$ cat src/sv/three_term_recurrence_checksum_top_macros.svh
// Assertion helpers for the checksum block
`ifndef THREE_TERM_RECURRENCE_CHECKSUM_TOP_MACROS_SVH
`define THREE_TERM_RECURRENCE_CHECKSUM_TOP_MACROS_SVH

// same-cycle implication
`define TTRC_ASSERT_NOW(label, ante, cons, msg) \
   label: assert property (@(posedge clock) disable iff (reset) (ante) |-> (cons)) \
      else $error(msg);

// next-cycle implication
`define TTRC_ASSERT_NEXT(label, ante, cons, msg) \
   label: assert property (@(posedge clock) disable iff (reset) (ante) |=> (cons)) \
      else $error(msg);

`endif

$ cat src/sv/ttrc_pkg.sv
package ttrc_pkg;

   localparam int unsigned BYTE_W = 8;
   localparam int unsigned TERM_W = 16;
   localparam int unsigned POS_W  = 8;

   localparam logic [POS_W-1:0]  ALPHA_MUL   = 8'd17;
   localparam logic [POS_W-1:0]  BETA_MUL    = 8'd31;
   localparam logic [TERM_W-1:0] SEED_OFFSET = 16'd7;
   localparam logic [TERM_W-1:0] OLDER_SEED  = 16'd1;
   localparam logic [TERM_W:0]   MOD_FOLD    = 17'd65535;

   // product of a 9-bit factor and a 16-bit term, plus a sign bit
   localparam int unsigned DIFF_W = BYTE_W + 1 + TERM_W + 1;

   // 256 * 65535 lifts any negative difference above zero; +1 is the wraparound fixup
   localparam logic [DIFF_W-1:0] WRAP_BIAS = DIFF_W'(256 * 65535 + 1);

   typedef struct packed {
      logic [BYTE_W-1:0] data_byte;
      logic              first;
   } step_ctl_type;

endpackage

$ cat src/sv/ttrc_term.sv
module ttrc_term
   import ttrc_pkg::*;
(
   input  step_ctl_type      ctl,
   input  logic [POS_W-1:0]  position,
   input  logic [TERM_W-1:0] newer_term,
   input  logic [TERM_W-1:0] older_term,
   output logic [TERM_W-1:0] next_term
);

   logic [2*POS_W-1:0]  alpha_prod;
   logic [2*POS_W-1:0]  beta_prod;
   logic [BYTE_W:0]     factor;
   logic [DIFF_W-2:0]   plus_term;
   logic [DIFF_W-3:0]   minus_term;
   logic [DIFF_W-1:0]   diff;
   logic [DIFF_W-1:0]   lifted;
   logic [TERM_W:0]     folded;
   logic [TERM_W-1:0]   reduced;

   always_comb begin
      alpha_prod = (2*POS_W)'(position) * (2*POS_W)'(ALPHA_MUL);
      beta_prod  = (2*POS_W)'(position) * (2*POS_W)'(BETA_MUL);
      factor     = (BYTE_W+1)'(ctl.data_byte) + (BYTE_W+1)'(alpha_prod[POS_W-1:0]);
      plus_term  = (DIFF_W-1)'(factor) * (DIFF_W-1)'(newer_term);
      minus_term = (DIFF_W-2)'(beta_prod[POS_W-1:0]) * (DIFF_W-2)'(older_term);
      diff       = {1'b0, plus_term} - {2'b00, minus_term};
      // negative difference: add bias so the fold sees a positive value
      lifted     = diff[DIFF_W-1] ? diff + WRAP_BIAS : diff;
      // 2^16 == 1 mod 65535
      folded     = (TERM_W+1)'(lifted[DIFF_W-1:TERM_W]) + (TERM_W+1)'(lifted[TERM_W-1:0]);
      reduced    = (folded >= MOD_FOLD) ? TERM_W'(folded - MOD_FOLD) : folded[TERM_W-1:0];
      next_term  = ctl.first ? TERM_W'(ctl.data_byte) + SEED_OFFSET : reduced;
   end

endmodule

$ cat src/sv/three_term_recurrence_checksum_top.sv
// Three-term recurrence checksum over a byte stream. One byte per req word, the
// message end marked by req_tlast; one rsp word carrying the 16-bit checksum
// (0..65534) follows each message's last byte. Sustained rate is one byte per
// clock: the recurrence (two small multiplies and a mod-65535 fold) is
// combinational from the term registers back to themselves. A last byte passes
// the input register, then the result register, before rsp_tvalid rises.
// Only a last byte waits on a checksum still held on rsp; other bytes keep moving.
// After reset or after a last byte, the next byte starts a new message.
module three_term_recurrence_checksum_top
   import ttrc_pkg::*;
(
   input  logic        clock,
   input  logic        reset,
   input  logic        req_tvalid,
   output logic        req_tready,
   input  logic [7:0]  req_tdata,   // [7:0] data_byte
   input  logic        req_tlast,   // last_byte
   output logic        rsp_tvalid,
   input  logic        rsp_tready,
   output logic [15:0] rsp_tdata    // [15:0] checksum
);

   logic              in_valid_ff, in_valid_in;
   logic [BYTE_W-1:0] in_byte_ff, in_byte_in;
   logic              in_last_ff, in_last_in;

   logic [TERM_W-1:0] older_ff, older_in;
   logic [TERM_W-1:0] newer_ff, newer_in;
   logic [POS_W-1:0]  pos_ff, pos_in;
   logic              first_ff, first_in;

   logic              rsp_valid_ff, rsp_valid_in;
   logic [TERM_W-1:0] rsp_data_ff, rsp_data_in;

   logic              advance;
   logic              req_take;
   step_ctl_type      step_ctl;
   logic [TERM_W-1:0] step_term;

   assign advance    = in_valid_ff && (!in_last_ff || !rsp_valid_ff || rsp_tready);
   assign req_tready = !in_valid_ff || advance;
   assign req_take   = req_tvalid && req_tready;
   assign rsp_tvalid = rsp_valid_ff;
   assign rsp_tdata  = rsp_data_ff;

   assign step_ctl.data_byte = in_byte_ff;
   assign step_ctl.first     = first_ff;

   ttrc_term u_term (
      .ctl        (step_ctl),
      .position   (pos_ff),
      .newer_term (newer_ff),
      .older_term (older_ff),
      .next_term  (step_term)
   );

   always_comb begin
      in_valid_in = req_take ? 1'b1 : (advance ? 1'b0 : in_valid_ff);
      in_byte_in  = req_take ? req_tdata : in_byte_ff;
      in_last_in  = req_take ? req_tlast : in_last_ff;
   end

   always_comb begin
      older_in = older_ff;
      newer_in = newer_ff;
      pos_in   = pos_ff;
      first_in = first_ff;
      if (advance) begin
         if (in_last_ff) begin
            older_in = OLDER_SEED;
            newer_in = '0;
            pos_in   = '0;
            first_in = 1'b1;
         end else begin
            older_in = first_ff ? OLDER_SEED : newer_ff;
            newer_in = step_term;
            pos_in   = first_ff ? POS_W'(1) : pos_ff + POS_W'(1);
            first_in = 1'b0;
         end
      end
   end

   always_comb begin
      rsp_valid_in = (advance && in_last_ff) ? 1'b1 : (rsp_tready ? 1'b0 : rsp_valid_ff);
      rsp_data_in  = (advance && in_last_ff) ? step_term : rsp_data_ff;
   end

   always_ff @(posedge clock) begin
      if (reset) begin
         in_valid_ff  <= 1'b0;
         rsp_valid_ff <= 1'b0;
         older_ff     <= OLDER_SEED;
         newer_ff     <= '0;
         pos_ff       <= '0;
         first_ff     <= 1'b1;
      end else begin
         in_valid_ff  <= in_valid_in;
         rsp_valid_ff <= rsp_valid_in;
         older_ff     <= older_in;
         newer_ff     <= newer_in;
         pos_ff       <= pos_in;
         first_ff     <= first_in;
      end
   end

   always_ff @(posedge clock) begin
      in_byte_ff  <= in_byte_in;
      in_last_ff  <= in_last_in;
      rsp_data_ff <= rsp_data_in;
   end

`include "three_term_recurrence_checksum_top_macros.svh"

   `TTRC_ASSERT_NOW(a_sum_in_range, rsp_tvalid, rsp_tdata != 16'hFFFF, "checksum out of range")
   `TTRC_ASSERT_NEXT(a_restart_after_last, advance && in_last_ff, first_ff && pos_ff == '0, "no restart after last byte")
   `TTRC_ASSERT_NEXT(a_first_seeds_older, advance && first_ff && !in_last_ff, older_ff == OLDER_SEED && pos_ff == POS_W'(1), "bad seed on first byte")
   `TTRC_ASSERT_NOW(a_ready_when_drained, !rsp_valid_ff, req_tready, "input stalled with empty output")

endmodule

$ cat config.mk
export PLATFORM = sky130hd
export DESIGN_NAME = three_term_recurrence_checksum_top
export DESIGN_NICKNAME = d
export VERILOG_FILES = /design/src/sv/ttrc_pkg.sv /design/src/sv/ttrc_term.sv /design/src/sv/three_term_recurrence_checksum_top.sv
export VERILOG_INCLUDE_DIRS = /design/src /design/src/sv
export SDC_FILE = /design/constraint.sdc
export NUM_CORES = 1
export LEC_CHECK = 0
export ABC_AREA = 1
export BUFFER_PORTS_ARGS = -buffer_cell sky130_fd_sc_hd__buf_2
export CAP_MARGIN = 5
export CORE_MARGIN = 4
export CORE_UTILIZATION = 50
export DETAILED_ROUTE_END_ITERATION = 10
export MAX_ROUTING_LAYER = met4
export PLACE_DENSITY = 0.7
export SLEW_MARGIN = 10
export SYNTH_ARGS = -nofsm -noshare
export SYNTH_HDL_FRONTEND = slang
export SYNTH_HIERARCHICAL = 1
export SYNTH_SLANG_ARGS = --single-unit
export TNS_END_PERCENT = 100
$ cat constraint.sdc
create_clock -name clock -period 22 [get_ports clock]
set_clock_uncertainty 0.1 [all_clocks]
set_input_delay 3.3 -clock clock [delete_from_list [all_inputs] [get_ports clock]]
set_output_delay 3.3 -clock clock [all_outputs]
set_load 0.02 [all_outputs]
==> results of run 1 <==
## worst min-delay path, stage by stage, from the launching register on
cell and delay (ns):
dfxtp_1 0.37, nand2_1 0.09, a21oi_1 0.06
## cell type report
class | count | area share, %
tap | 378 | 3.13
clock buffer | 12 | 1.84
sequential | 68 | 10.7
clock inverter | 4 | 0.347
multi-input combinational | 1319 | 70.7
timing repair buffer | 33 | 1.14
inverter | 492 | 12.2
## cells by family after synthesis
logic type	count (synthesis)
simple gates	799
flops	68
xor+xnor	62
fa+ha+maj	352
buf+inv	539
compound gates	106
## per-stage QoR
stage	cell area, um2	setup WS, ns	hold WS, ns	std cells	utilization, %
2_1_floorplan	14400	10.58	0.351	1926	-
3_3_place_gp	14800	9.85	0.449	2290	52.7
3_5_place_dp	14800	9.52	0.457	2290	52.7
4_1_cts	15100	9.45	0.466	2306	53.9
5_1_grt	15100	8.39	0.498	2306	53.9
6_report	15100	9.47	0.464	2306	53.9
## registers in the layout, summed over array words and instances (netlist names)
register     count
first_ff         1
in_valid_ff      1
in_byte_ff       8
pos_ff           8
rsp_tvalid       1
rsp_tdata       16
newer_ff        16
in_last_ff       1
older_ff        16
## worst max-delay path by stage
| stage | to | start | slack, ns | cells after the start |
|---|---|---|---|---|
| after floorplan | rsp_tdata[9] | pos_ff[0] | 10.58 | 53 |
| after global placement | newer_ff[11] | pos_ff[1] | 9.85 | 51 |
| after detailed placement | newer_ff[7] | pos_ff[1] | 9.52 | 53 |
| after CTS | newer_ff[11] | pos_ff[1] | 9.45 | 51 |
| after global routing | newer_ff[8] | pos_ff[1] | 8.39 | 52 |
| final | newer_ff[11] | pos_ff[1] | 9.47 | 51 |
## cell usage in the layout (no fill, tap or decap), types with 2 or more instances in the layout
cell type  netlist  final
xnor2_1         21     21
nor3_1          16     16
o21ai_1          3      3
nor4_1           2      2
a31oi_1          4      4
edfxtp_1        25     25
dfxtp_1         43     43
or2_2           11     11
buf_2            4     30
o21ai_0         13     13
fa_1           238    238
nand2_2          9      9
buf_4            1      3
a21oi_2          2      2
clkinv_4         0      2
a21o_1           3      3
nand3_1         61     61
nand2_4          2      2
nor2_4           4      4
inv_1          483    483
inv_2            8      8
nand3_2          5      5
ha_1           114    114
a21oi_1         72     72
xor2_1          39     39
clkbuf_16        0     11
nand3b_1         3      3
nand4_1         23     23
nor2_2           7      7
o21bai_1         4      4
nor2_1         142    142
nand2_1        508    508
## routing by layer
metal  vias to the layer above  GRT usage (%)
met3                       100           3.00
li1                       5652              -
met5                         -              -
met2                       364           42.2
met4                         0           8.93
met1                      5719           33.1
==> run metrics, run 1 <==
status completed; TritonCTS buffer count 9; Reg2Reg Depth between 50 and 60; Post-Synth XOR/XNOR Area under 10%; max layer used met4; TNS Setup 0 ns; hold path depth 2; Final ANT Viol Nets 0; clock-pin slew on the worst setup and hold paths around 0.060 ns; Vias/cell roughly 5; hpwl dp roughly 30,000 um; DR iter-0 viols slightly above 800; EDFF count, synth 25; WL final approximately 37,000 um; share of post-route cells with drive strength above 1 about 5.3%; Critical R2R Launch pos_ff[1]; Final GP Congestion approximately 1; most numerous cell in the Yosys netlist nand2_1; Synth Area in Adders about 43%; Worst Path Buf+Inv 9; CTS Sinks slightly below 70; ys async rst share 0%; Seq cells post-synth just under 70; Final period util between 50 and 60%; critical path class reg2reg; CP top delay family adder cells; I/O pins 31; Synth area leader fa_1; fill cell count between 2,000 and 3,000; FP Rows 61; Area contributors post-synth fa_1 (33%), nand2_1 (13%), inv_1 (13%); port buffer count 30; Synth top area share 33.1%; Critical R2R Capture newer_ff[11]; MaxCap Viol Count 0; DIE AREA between 0.03 and 0.04 mm2; first-pass GRT wire length between 60,000 and 70,000 um; Core Region around 0.028 mm2; H-Tree Depth 3; Setup Buffers After CTS 0; routed length per instance between 15 and 20 um; flop2flop setup slack roughly 9.5 ns; clock buffer depth 2; WL met2 around 18,000 um; Post-Synthesis Cells 1,926; sequential share of the synthesized area roughly 11%; n_diodes 0; # nets final roughly 2,300; DRC 0; crit path launch type register; flip-flop and latch area between 0.0015 and 0.002 mm2; vias in the first global route 12,200; Root Buffer clkbuf_16; Worst path max stage delay ~0.58 ns; worst path required time ~22 ns; final setup vio count 0; Main synth FF type dfxtp_1; largest net degree at the start of global routing between 40 and 50; Routed met1 length about 16,000 um; CTS resizes 0; via count of the routed design around 12,000; relative slew slack 39.4%; hold buffers post-CTS 0; Min Clock Period, post-route 12.53 ns; post-synthesis compound-gate area fraction 4.00%; Worst Tran Pin Value ~0.91 ns; TritonRoute pass-1 iters 6; WL met3 between 1500 and 2000 um; Fin. Hold Viols 0; Cell variety after synth 48; GRT overflow 0; Post-Synth Simple-Gate Area between 20% and 30%; antenna violations before repair 0; multiplexer area fraction after synthesis 0%; layout overhead on the synthesized area 5.14%; WP data arrival roughly 13 ns; Cell Area, Synth approximately 0.014 mm2; Die Y between 150 and 200 um; largest family of logic cells by synthesized area adder cells; Achievable Freq between 0.07 and 0.08 GHz; Worst Hold End older_ff[9]; syn_nets around 2,300; Yosys warnings 6; Die Width roughly 180 um; initial core utilization 51.2%; Tot GR Track Use 25.6%; Worst Hold Launch older_ff[9]; Multi-input gate area approximately 0.011 mm2; CP max FO 16; Hold Crit Class reg2reg; worst skew pair latency between 0.3 and 0.4 ns; RSZ-0062 raised after global routing no; Syn Area/Cell 7.47 um2; CP most frequent cell fa_1; CP max stage cell dfxtp_1; Setup crit end kind register; most frequent cells after synthesis nand2_1 (508), inv_1 (483), fa_1 (238); Slew Limit Fails 0; CTS tree built
Power of run 1 is left out: the tool's default activity adds up to more than one toggle a clock period on the data nets, which glitch-free logic cannot reach.
==> inputs of run 2 (changes only) <==
Clock period 22 ns to 12.8 ns, I/O delays scaled along.
==> run metrics, run 2 (synthesis gave the netlist of run 1 again) <==
status completed; worst skew pair latency about 0.34 ns; crit path launch type register; Min Clock Period, post-route ~12 ns; Setup WS post-layout around 0.61 ns; Fin. Hold Viols 0; Layout Cells excl Fill ~2,300; port buffer count 30; Worst Path Buf+Inv 8; Core Region between 0.02 and 0.03 mm2; Multi-input gate area ~0.011 mm2; Slew Limit Fails 0; critical path class reg2reg; H-Tree Depth 3; FP Rows just over 60; MaxCap Viol Count 0; pre-CTS WS 0.524 ns; first-pass GRT wire length between 60,000 and 70,000 um; flop2flop setup slack 0.61 ns; DR iter-0 viols around 850; Vias/cell ~5.2; Root Buffer clkbuf_16; DRC 0; CTS Sinks 68; antenna violations before repair 0; via count of the routed design around 12,000; TritonCTS buffer count 9; relative slew slack 38.4%; share of post-route cells with drive strength above 1 between 6 and 7%; DIE AREA 0.0316 mm2; Tot GR Track Use 25.6%; WP data arrival about 12 ns; post-placement cell count about 2,300; WL final around 38,000 um; CP max stage cell fa_1; Setup crit end kind register; Setup Buffers After CTS 0; Final period util a little over nine tenths; final setup vio count 0; CTS resizes 0; Die Width about 180 um; Worst Tran Pin Value approximately 0.92 ns; TritonRoute pass-1 iters 5; routed length per instance around 16 um; Hold Crit Class reg2reg; hpwl dp about 31,000 um; clock-pin slew on the worst setup and hold paths about 0.060 ns; CTS tree built; most common cell after layout, fill and taps aside nand2_1; fill cell count 2,791; worst path required time ~13 ns; Worst path max stage delay roughly 0.56 ns; I/O pins 31; # nets final 2,292; CP top delay family adder cells; Final GP Congestion about 0.95; commonest cells after routing, fill and taps aside nand2_1 (508), inv_1 (482), fa_1 (238), nor2_1 (142), ha_1 (114); clock buffer depth 2; Final ANT Viol Nets 0; hold buffers post-CTS 0; n_diodes 0; CP max FO 16; initial core utilization between 50% and 60%; flip-flop and latch area ~0.0016 mm2; Die Y between 150 and 200 um; Achievable Freq ~0.08 GHz; GRT overflow 0; layout overhead on the synthesized area 5.17%; smallest hold slack between 0.4 and 0.5 ns; vias in the first global route roughly 12,000; largest net degree at the start of global routing between 40 and 50
## run 2: final timing paths
path	cells past startpoint	from	to
worst max-delay path	54	pos_ff[1]	newer_ff[15]
worst min-delay path	2	pos_ff[7]	pos_ff[7]
worst max register to register	54	pos_ff[1]	newer_ff[15]
worst min register to register	2	pos_ff[7]	pos_ff[7]
## run 2: per-layer routing
metal  global-route usage, %  wire [um]  up-vias
met5                       -          0        -
li1                        -          -     5665
met1                    33.2      16000     5814
met4                    8.28       1220        0
met3                    2.56       2160       78
met2                    42.5      18600      388
## run 2: area by class of cell
| cell class | instances | share of cell area [%] |
|---|---|---|
| multi-input cells | 1319 | 70.9 |
| inverters | 492 | 12.2 |
| flip-flops and latches | 68 | 10.7 |
| well taps | 378 | 3.13 |
| clock buffers | 12 | 1.63 |
| repair buffers | 37 | 1.34 |
| clock inverters | 4 | 0.165 |
## run 2: metrics by stage
step | setup TNS [ns] | cell area [um2] | utilization (%)
finish | 0 | 15100 | 53.9
global route | -0.138 | 15100 | 53.9
CTS | 0 | 15100 | 53.8
detailed placement | 0 | 14800 | 52.8
global placement | 0 | 14800 | 52.8
floorplan | 0 | 14400 | -
## run 2: worst min-delay path, cell delays in order, from the launching register on
cell,delay (ns)
dfxtp_1,0.36
nand2_1,0.08
a21oi_1,0.06
Power of run 2 is left out for the same reason.
